### config.mk
export PLATFORM = sky130hd
export DESIGN_NAME = radix_to_ascii_digits_unit
export DESIGN_NICKNAME = d
export VERILOG_FILES = /design/src/rtl/rtad_pkg.sv /design/src/rtl/rtad_ctrl.sv /design/src/rtl/rtad_datapath.sv /design/src/rtl/radix_to_ascii_digits_unit.sv
export SDC_FILE = /design/constraint.sdc
export NUM_CORES = 1
export LEC_CHECK = 0
export ABC_CLOCK_PERIOD_IN_PS = 6950
export BUFFER_PORTS_ARGS = -buffer_cell sky130_fd_sc_hd__buf_2
export CORE_MARGIN = 2
export CORE_UTILIZATION = 40
export DETAILED_ROUTE_END_ITERATION = 16
export PLACE_DENSITY = 0.64
export RECOVER_POWER = 100
export SLEW_MARGIN = 20
export SYNTH_ARGS = -nofsm -noshare
export SYNTH_HDL_FRONTEND = slang
export SYNTH_SLANG_ARGS = --single-unit
### constraint.sdc
create_clock -name clock -period 6.95 [get_ports clock]
set_input_delay 0.3475 -clock clock [delete_from_list [all_inputs] [get_ports clock]]
set_output_delay 0.3475 -clock clock [all_outputs]
set_load 0.005 [all_outputs]
### src/rtl/rtad_pkg.sv
// ----------------------------------------------------------------------------
// rtad_pkg
// Shared types, constants, the digit-to-character function and the radix
// clamp function for the radix to ASCII digit converter.
// ----------------------------------------------------------------------------
package rtad_pkg;

   localparam int VALUE_BITS_DEFAULT = 63;
   localparam int RADIX_W            = 6;
   localparam int CHAR_W             = 7;

   localparam logic [RADIX_W-1:0] RADIX_RESET = RADIX_W'(10);
   localparam logic [RADIX_W-1:0] RADIX_MIN   = RADIX_W'(2);
   localparam logic [RADIX_W-1:0] RADIX_MAX   = RADIX_W'(36);

   localparam logic [CHAR_W-1:0]  CHAR_ZERO   = CHAR_W'(48);
   localparam logic [CHAR_W-1:0]  CHAR_A      = CHAR_W'(65);
   localparam logic [RADIX_W-1:0] DECIMAL_TOP = RADIX_W'(10);

   typedef struct packed {
      logic load;
      logic step;
      logic push;
      logic read;
      logic pop;
   } cmd_type;

   typedef struct packed {
      logic step_last;
      logic quot_zero;
      logic last_digit;
   } status_type;

   function automatic logic [CHAR_W-1:0] digit_to_ascii(input logic [RADIX_W-1:0] d);
      logic [CHAR_W-1:0] c;
      if (d < DECIMAL_TOP) begin
         c = CHAR_ZERO + CHAR_W'(d);
      end else begin
         c = CHAR_A + CHAR_W'(d - DECIMAL_TOP);
      end
      return c;
   endfunction

   function automatic logic [RADIX_W-1:0] clamp_radix(input logic [RADIX_W-1:0] r);
      logic [RADIX_W-1:0] b;
      if (r < RADIX_MIN) begin
         b = RADIX_MIN;
      end else if (r > RADIX_MAX) begin
         b = RADIX_MAX;
      end else begin
         b = r;
      end
      return b;
   endfunction

endpackage

### src/rtl/rtad_ctrl.sv
// ----------------------------------------------------------------------------
// rtad_ctrl
// Sequencer: runs one bit-serial division per digit, pushes digits onto the
// digit stack, then pops them out most significant first.
// ----------------------------------------------------------------------------
module rtad_ctrl
   import rtad_pkg::*;
(
   input  logic       clock,
   input  logic       reset,
   input  logic       req_valid,
   output logic       req_ready,
   output logic       rsp_valid,
   input  logic       rsp_ready,
   input  status_type status,
   output cmd_type    cmd
);

   typedef enum logic [2:0] {
      ST_IDLE,
      ST_DIVIDE,
      ST_STORE,
      ST_READ,
      ST_SHOW
   } state_type;

   state_type state_ff;
   state_type state_in;

   always_comb begin
      state_in = state_ff;
      cmd      = '0;
      case (state_ff)
         ST_IDLE: begin
            if (req_valid) begin
               cmd.load = 1'b1;
               state_in = ST_DIVIDE;
            end
         end
         ST_DIVIDE: begin
            cmd.step = 1'b1;
            if (status.step_last) begin
               state_in = ST_STORE;
            end
         end
         ST_STORE: begin
            cmd.push = 1'b1;
            state_in = status.quot_zero ? ST_READ : ST_DIVIDE;
         end
         ST_READ: begin
            cmd.read = 1'b1;
            state_in = ST_SHOW;
         end
         ST_SHOW: begin
            if (rsp_ready) begin
               cmd.pop  = 1'b1;
               state_in = status.last_digit ? ST_IDLE : ST_READ;
            end
         end
         default: begin
            state_in = ST_IDLE;
         end
      endcase
   end

   always_ff @(posedge clock) begin
      if (reset) begin
         state_ff <= ST_IDLE;
      end else begin
         state_ff <= state_in;
      end
   end

   assign req_ready = (state_ff == ST_IDLE);
   assign rsp_valid = (state_ff == ST_SHOW);

endmodule

### src/rtl/rtad_datapath.sv
// ----------------------------------------------------------------------------
// rtad_datapath
// Radix register, restoring bit-serial divider, digit stack memory and the
// registered result.
// ----------------------------------------------------------------------------
module rtad_datapath
   import rtad_pkg::*;
#(
   parameter int VALUE_BITS = VALUE_BITS_DEFAULT
)(
   input  logic                  clock,
   input  logic                  reset,
   input  logic                  csr_valid,
   output logic                  csr_ready,
   input  logic [RADIX_W-1:0]    csr_radix,
   input  logic [VALUE_BITS-1:0] req_value,
   output logic [CHAR_W-1:0]     rsp_digit_char,
   output logic                  rsp_last_digit,
   input  cmd_type               cmd,
   output status_type            status
);

   localparam int ADDR_W = $clog2(VALUE_BITS);
   localparam int CNT_W  = $clog2(VALUE_BITS + 1);
   localparam logic [ADDR_W-1:0] STEP_TOP = ADDR_W'(VALUE_BITS - 1);

   logic [RADIX_W-1:0]    base_ff;
   logic [VALUE_BITS-1:0] quot_ff;
   logic [RADIX_W-1:0]    rem_ff;
   logic [ADDR_W-1:0]     step_ff;
   logic [CNT_W-1:0]      cnt_ff;
   logic [CHAR_W-1:0]     char_ff;
   logic                  last_ff;
   logic [CHAR_W-1:0]     stack_mem [VALUE_BITS];

   logic [RADIX_W:0]      trial;
   logic                  fits;
   logic [RADIX_W:0]      diff;
   logic [RADIX_W-1:0]    rem_in;
   logic [CNT_W-1:0]      cnt_dec;

   assign csr_ready = 1'b1;

   always_ff @(posedge clock) begin
      if (reset) begin
         base_ff <= RADIX_RESET;
      end else if (csr_valid) begin
         base_ff <= clamp_radix(csr_radix);
      end
   end

   // one quotient bit per cycle
   assign trial   = {rem_ff, quot_ff[VALUE_BITS-1]};
   assign fits    = trial >= {1'b0, base_ff};
   assign diff    = trial - {1'b0, base_ff};
   assign rem_in  = fits ? diff[RADIX_W-1:0] : trial[RADIX_W-1:0];
   assign cnt_dec = cnt_ff - CNT_W'(1);

   always_ff @(posedge clock) begin
      if (cmd.load) begin
         quot_ff <= req_value;
         rem_ff  <= '0;
         step_ff <= STEP_TOP;
      end else if (cmd.step) begin
         quot_ff <= {quot_ff[VALUE_BITS-2:0], fits};
         rem_ff  <= rem_in;
         step_ff <= step_ff - ADDR_W'(1);
      end else if (cmd.push) begin
         rem_ff  <= '0;
         step_ff <= STEP_TOP;
      end
   end

   always_ff @(posedge clock) begin
      if (reset) begin
         cnt_ff <= '0;
      end else if (cmd.load) begin
         cnt_ff <= '0;
      end else if (cmd.push) begin
         cnt_ff <= cnt_ff + CNT_W'(1);
      end else if (cmd.pop) begin
         cnt_ff <= cnt_dec;
      end
   end

   always_ff @(posedge clock) begin
      if (cmd.push) begin
         stack_mem[cnt_ff[ADDR_W-1:0]] <= digit_to_ascii(rem_ff);
      end
   end

   always_ff @(posedge clock) begin
      if (cmd.read) begin
         char_ff <= stack_mem[cnt_dec[ADDR_W-1:0]];
         last_ff <= (cnt_ff == CNT_W'(1));
      end
   end

   assign rsp_digit_char    = char_ff;
   assign rsp_last_digit    = last_ff;
   assign status.step_last  = (step_ff == '0);
   assign status.quot_zero  = (quot_ff == '0);
   assign status.last_digit = last_ff;

endmodule

### src/rtl/radix_to_ascii_digits_unit.sv
// ----------------------------------------------------------------------------
// radix_to_ascii_digits_unit
// Converts an unsigned integer into ASCII digits of a programmable base,
// most significant digit first, flagging the final digit.
// ----------------------------------------------------------------------------
//  channel   ports                                   direction
//  req       req_valid/req_ready, req_value          in
//  rsp       rsp_valid/rsp_ready, rsp_digit_char,    out
//            rsp_last_digit
//  csr       csr_valid/csr_ready, csr_radix          in
//
//  Each digit is found by a bit-serial division over all VALUE_BITS bits of
//  the quotient, then pushed onto the digit stack; each digit out is read
//  from the stack, then held on rsp until rsp_ready takes it. One item at a
//  time; req_ready is high only when idle. Synchronous reset sets radix to 10.
// ----------------------------------------------------------------------------
module radix_to_ascii_digits_unit
   import rtad_pkg::*;
#(
   parameter int VALUE_BITS = VALUE_BITS_DEFAULT
)(
   input  logic                  clock,
   input  logic                  reset,
   input  logic                  csr_valid,
   output logic                  csr_ready,
   input  logic [RADIX_W-1:0]    csr_radix,
   input  logic                  req_valid,
   output logic                  req_ready,
   input  logic [VALUE_BITS-1:0] req_value,
   output logic                  rsp_valid,
   input  logic                  rsp_ready,
   output logic [CHAR_W-1:0]     rsp_digit_char,
   output logic                  rsp_last_digit
);

   cmd_type    cmd;
   status_type status;

   rtad_ctrl u_ctrl (
      .clock     (clock),
      .reset     (reset),
      .req_valid (req_valid),
      .req_ready (req_ready),
      .rsp_valid (rsp_valid),
      .rsp_ready (rsp_ready),
      .status    (status),
      .cmd       (cmd)
   );

   rtad_datapath #(
      .VALUE_BITS (VALUE_BITS)
   ) u_datapath (
      .clock          (clock),
      .reset          (reset),
      .csr_valid      (csr_valid),
      .csr_ready      (csr_ready),
      .csr_radix      (csr_radix),
      .req_value      (req_value),
      .rsp_digit_char (rsp_digit_char),
      .rsp_last_digit (rsp_last_digit),
      .cmd            (cmd),
      .status         (status)
   );

endmodule
# Yosys cells after proc, flatten, opt, wreduce, memory -nomap -nowiden

Memories as Yosys holds them, arrays and structs flattened. A register that Yosys moved wholly into a read port is not among the register bits.
Cells that the tools add are included.

Register bits: 91
Bits in writable memories: 441
Input port bits: 74
Logic and storage cells: 63
Memories kept: 1

Memories:

| memory               | words | bits a word | read ports | clocked after memory_dff | wr ports | line                | source |
|---|---|---|---|---|---|---|---|
| u_datapath.stack_mem | 63    | 7           | 1          | 1                        | 1        | rtad_datapath.sv:34 | `logic [CHAR_W-1:0] stack_mem [VALUE_BITS];` |

$add $sub $neg: 7
Order comparisons: 4
Equal/unequal tests: 8
Mux-type cells: 28
Reductions and logical operators: 8

Operators with widths:

| operator              | number |
|---|---|
| $mux W63              | 2 |
| $logic_not A63 Y1     | 1 |
| $mux W6               | 9 |
| $pmux W3 S5           | 1 |
| $mux W7               | 2 |
| $sub A6 B1 Y6 const B | 2 |
| $mux W1               | 9 |
| $mux W3               | 3 |
| $add A6 B6 Y7 const A | 1 |
| $add A7 B7 Y7 const A | 1 |
| $ge A7 B6 Y1          | 1 |
| $sub A6 B4 Y7 const B | 1 |
| $add A6 B1 Y6 const B | 1 |
| $eq A3 B2 Y1 const B  | 2 |
| $eq A6 B1 Y1 const B  | 1 |
| $gt A6 B6 Y1 const B  | 1 |
| $logic_not A6 Y1      | 1 |
| $lt A6 B2 Y1 const B  | 1 |
| $lt A6 B4 Y1 const B  | 1 |
| $reduce_bool A2 Y1    | 3 |
| $sub A6 B6 Y6         | 1 |
| $mux W2               | 2 |
| $ne A2 B2 Y1 const B  | 2 |
| $eq A3 B1 Y1 const B  | 1 |
| other kinds (5)       | 5 |

# Longest topological paths before layout

Depth in word-level cells: 4
Mapped depth: 14
Depth with buffers taken out: 11

# Hierarchy

Synthesis repeated with hierarchy kept, for this count alone.

Cells, all modules: 1240
Area total of the unflattened synthesis: 22321.4 um^2

Modules (own cells, without submodules):

| module        | instances | cells each | area each (um^2) | sequential area each (um^2) |
|---|---|---|---|---|
| rtad_datapath | 1         | 1210       | 22089.9          | 15855.2 |
| rtad_ctrl     | 1         | 30         | 231.5            | 60.1 |

# Least setup slack after synthesis

Ideal clock, no wire load.

Kind: reg-to-reg
From: register u_ctrl.state_ff[0]
To: register u_datapath.quot_ff[0], enable pin
Setup time: 0.561 ns
Arrival time: 5.040 ns
Data required time: 6.389 ns
Path slack: 1.349 ns
Cell stages (with the launch flop): 4
Period minus slack after synthesis: 5.601 ns
Path through: dfxtp_1 > clkbuf_1 > nor2_1 > nor3_1

Word-level cells in the longest chain between the ends: 3

RTL lines:

| element                                          | line                | source |
|---|---|---|
| start: declaration                               | rtad_ctrl.sv:27     | `state_type state_ff;` |
| start signal: assignment                         | rtad_ctrl.sv:70     | `state_ff <= state_in;` |
| $eq A3 B1 Y1 or $logic_not A3 Y1 (tied branches) | rtad_ctrl.sv:33     | `case (state_ff)` |
| $mux W1                                          | rtad_ctrl.sv:33     |  |
| $reduce_bool A2 Y1 (no line) *                   | n/a                 |  |
| end signal: assignment                           | rtad_datapath.sv:61 | `quot_ff <= req_value;` |
| end signal: assignment                           | rtad_datapath.sv:65 | `quot_ff <= {quot_ff[VALUE_BITS-2:0], fits};` |
| end: declaration                                 | rtad_datapath.sv:28 | `logic [VALUE_BITS-1:0] quot_ff;` |

Every way passes the cells marked *; elsewhere a longest branch is shown, timed or not.
A chain may end at the register's enable or synchronous reset.

# Worst setup path in the final report

From: register u_datapath.cnt_ff[0]
To: register u_datapath.char_ff[2], in the netlist u_datapath.rsp_digit_char[2] (read register of u_datapath.stack_mem) (data pin)

Word-level cells in the longest chain between the ends: 1

RTL lines:

| element                  | line                | source |
|---|---|---|
| start: declaration       | rtad_datapath.sv:31 | `logic [CNT_W-1:0] cnt_ff;` |
| start signal: assignment | rtad_datapath.sv:80 | `cnt_ff <= cnt_ff + CNT_W'(1);` |
| start signal: assignment | rtad_datapath.sv:82 | `cnt_ff <= cnt_dec;` |
| $sub A6 B1 Y6            | rtad_datapath.sv:57 | `assign cnt_dec = cnt_ff - CNT_W'(1);` |
| end: declaration         | rtad_datapath.sv:32 | `logic [CHAR_W-1:0] char_ff;` |

Every way passes these cells.

==> results.json <==
{
  "die_w_um": 240.2,
  "failed_checks": "capacitance limit, slew limit",
  "ys_async_sr_fraction_pct": 0,
  "avgSynthCellArea_um2": 15.87,
  "synth_ff_type": "edfxtp_1",
  "tns_ns": 0,
  "start_util_pct": 40.50,
  "areaGrowthSynthToFinish_pct": 14.27,
  "ys_ff_latch": 539,
  "ys_seq_area_share_pct": 71.33,
  "core_um2": 55090,
  "rr_worst_depth": 8,
  "drtIter0Drc": 1147,
  "clock_path_buffers": 3,
  "drv_slew": 735,
  "placedCellCount": 2177,
  "cts_max_level": 2,
  "fillCellCount": 4754,
  "startpoint_type": "register",
  "worst_pin_slew_ns": 3.473,
  "vias": 12510,
  "maxCapViolCount": 13,
  "path_clk_slew_ns": 0.06,
  "skew_ns": 0.03079,
  "clock_latency_ns": 0.60,
  "crit_fanout": 52,
  "worstReg2RegStart": "u_datapath.cnt_ff[0]",
  "cts.sinks": 539,
  "max-slew-margin-rel_pct": -131.5,
  "stdcell_count": 2315,
  "drc": 0,
  "grt_usage_pct": 17.66,
  "end_kind": "register",
  "synth_cell_type_count": 62,
  "numCtsBuffers": 55,
  "grt_overflow": 0,
  "wl_per_cell_um": 21.74,
  "netlist_instances": 1406,
  "yosysWarningCount": 0,
  "io_pins": 85,
  "firstDrtPassIters": 5,
  "rsz0062_at_grt": "false",
  "fmax_mhz": 191.5,
  "hold_viol": 0,
  "vias_per_cell": 5.404,
  "ir_worst_vdd_mv": 0.4102,
  "critPathArrivalTime_ns": 5.56,
  "p_per_area_nw_per_um2": 446.9,
  "synthesis.area_um2": 22310,
  "grt_pass1_wl_um": 76360,
  "cp-startpoint": "u_datapath.cnt_ff[0]",
  "r2r_slack_ns": 1.73,
  "drive_above_1_share_pct": 17.49,
  "synth_edf_count": 512,
  "fin_crit_ns": 5.221,
  "antennaDiodeCount": 0,
  "status": "complete, but fails checks",
  "setup_viol": 0,
  "antenna_found_initial": 1,
  "worst_ep_required_time_ns": 7.29,
  "hpwlAfterDp_um": 30440,
  "core.rowCount": 86,
  "io_buffers": 83,
  "design.die.area_um2": 57690,
  "syn_nets": 1495,
  "cts-root-buf": "clkbuf_16",
  "worst_r2r_endpoint": "u_datapath.rsp_digit_char[2]",
  "gp_congestion": 0.7902,
  "holdCritPathClass": "in -> reg",
  "grt_pass1_vias": 12758,
  "hp-start": "req_value[10]",
  "path_class": "reg -> reg",
  "ant_nets": 0,
  "fin_crit_sh_pct": 75.13,
  "min_to": "u_datapath.quot_ff[10]",
  "drt-total-wl_um": 50320,
  "grt_max_degree": 67,
  "power_leakage_nw": 8.295,
  "nets": 1616,
  "cts_tree": "yes",
  "power_mw": 11.40,
  "hold_slack_ns": 0.02855,
  "die_h_um": 240.2,
  "holdPathStages": 3
}
[registers in the layout, indices dropped and copies added (netlist names)]
| name | count |
|---|---|
| u_datapath.rem_ff | 6 |
| u_datapath.rsp_last_digit | 1 |
| u_datapath.base_ff | 6 |
| u_datapath.cnt_ff | 6 |
| u_datapath.rsp_digit_char | 7 |
| u_datapath.step_ff | 6 |
| u_datapath.stack_mem | 441 |
| u_ctrl.state_ff | 3 |
| u_datapath.quot_ff | 63 |
[cell usage after synthesis, types with 3 or more instances]
| cell | instances | share of area [%] |
|---|---|---|
| buf_4 | 10 | 0.34 |
| nand2_1 | 269 | 4.5 |
| buf_2 | 18 | 0.40 |
| xnor2_1 | 8 | 0.31 |
| o21ai_0 | 18 | 0.40 |
| a21oi_1 | 36 | 0.81 |
| nand3_1 | 15 | 0.34 |
| nor3_1 | 17 | 0.38 |
| buf_6 | 6 | 0.30 |
| nand4_1 | 5 | 0.14 |
| clkbuf_1 | 36 | 0.61 |
| dfxtp_1 | 27 | 2.4 |
| o211ai_1 | 4 | 0.13 |
| a311oi_1 | 14 | 0.55 |
| xor2_1 | 5 | 0.20 |
| nor2b_1 | 3 | 0.084 |
| nor3b_1 | 4 | 0.13 |
| edfxtp_1 | 512 | 69 |
| nor4_1 | 16 | 0.45 |
| mux2i_1 | 11 | 0.49 |
| inv_1 | 23 | 0.39 |
| a211oi_1 | 38 | 1.3 |
| ha_1 | 14 | 0.79 |
| nor2_1 | 100 | 1.7 |
| and2_1 | 22 | 0.62 |
| or3_1 | 3 | 0.084 |
| a211oi_2 | 7 | 0.39 |
| mux4_2 | 98 | 9.9 |
| mux4_1 | 7 | 0.82 |
| a31oi_1 | 16 | 0.45 |
| buf_1 | 7 | 0.12 |
[through the flow]
step	cell area [um^2]	setup WS, ns	util (%)
6_report	25500	1.729	46.28
5_1_grt	25500	1.327	46.28
4_1_cts	25570	2.807	46.42
3_5_place_dp	23530	2.810	42.71
3_3_place_gp	23530	2.869	42.71
2_1_floorplan	22310	1.349	-
[worst max-delay path: stages (launching register included)]
cell,delay (ns)
dfxtp_4,0.84
inv_1,0.21
ha_1,2.07
buf_12,0.36
mux4_2,0.34
a211oi_1,0.38
a311oi_1,0.17
a211oi_1,0.46
a21oi_1,0.07
[power by group]
part / switching (mW) / internal [mW]
registers: 0.234 / 4.89
clock network: 1.19 / 1.52
logic: 2.48 / 1.09
total: 3.91 / 7.49
[placed cells by master (no fill, tap or decap), drive strengths merged, types with 9 or more instances in the layout]
master	Yosys	layout
inv	23	24
clkbuf	37	97
nand3	15	15
a211oi	45	45
buf	44	82
mux4	105	105
o21ai	19	19
dlygate4sd3	0	41
nor2	100	100
a31oi	16	16
dfxtp	27	27
edfxtp	512	512
nand2	269	269
a21oi	36	36
nor4	16	16
ha	14	14
clkinv	0	19
and2	23	23
mux2i	11	11
a311oi	14	14
nor3	18	18
xnor2	9	9
[timing repair]
| action | CTS | global route |
|---|---|---|
| hold buffers | 41 | 0 |
| setup buffers | 0 | 0 |
| gates resized for setup | 0 | 0 |
| endpoints found under the hold margin | 41 | 0 |
[worst max path at each step]
| stage | slack, ns | end | cells after the start |
|---|---|---|---|
| global placement | 2.87 | u_datapath.rsp_digit_char[2] | 8 |
| floorplan | 1.35 | u_datapath.quot_ff[0] | 3 |
| detailed placement | 2.81 | u_datapath.rsp_digit_char[2] | 8 |
| finish | 1.73 | u_datapath.rsp_digit_char[2] | 8 |
| global route | 1.33 | u_datapath.rsp_digit_char[3] | 9 |
| CTS | 2.81 | u_datapath.rsp_digit_char[2] | 8 |
[layout make-up]
class | instances | area [um^2] | area share, %
timing repair buffer | 145 | 940.9 | 3.690
tap | 748 | 935.9 | 3.671
sequential | 539 | 15920 | 62.43
inverter | 23 | 86.33 | 0.3386
clock buffer | 75 | 1473 | 5.776
multi-input combinational | 763 | 5982 | 23.46
clock inverter | 22 | 160.2 | 0.6281
[routing by layer]
metal / global-route usage [%] / up-vias / part of all wire [%]
met4: 5.327 / 2 / 2.4
met2: 29.65 / 426 / 49
met5: 0 / - / 0.016
met3: 3.100 / 75 / 6.7
met1: 23.56 / 6350 / 42
li1: - / 5657 / -
[cell families (layout without fill, tap and decap cells)]
kind of cell,Yosys count,count (layout),share of synthesized area (%)
DFF,539,539,71.33
AOI/OAI and AO/OA,150,150,4.615
xor gates and xnor gates,15,15,0.6561
other,1,1,0.01681
buffers and inverters,104,265,2.411
and+or+nand+nor,466,466,8.888
muxes,116,116,11.21
adders and majority gates,15,15,0.8748
No activity file was read; power rests on OpenSTA's default activity.
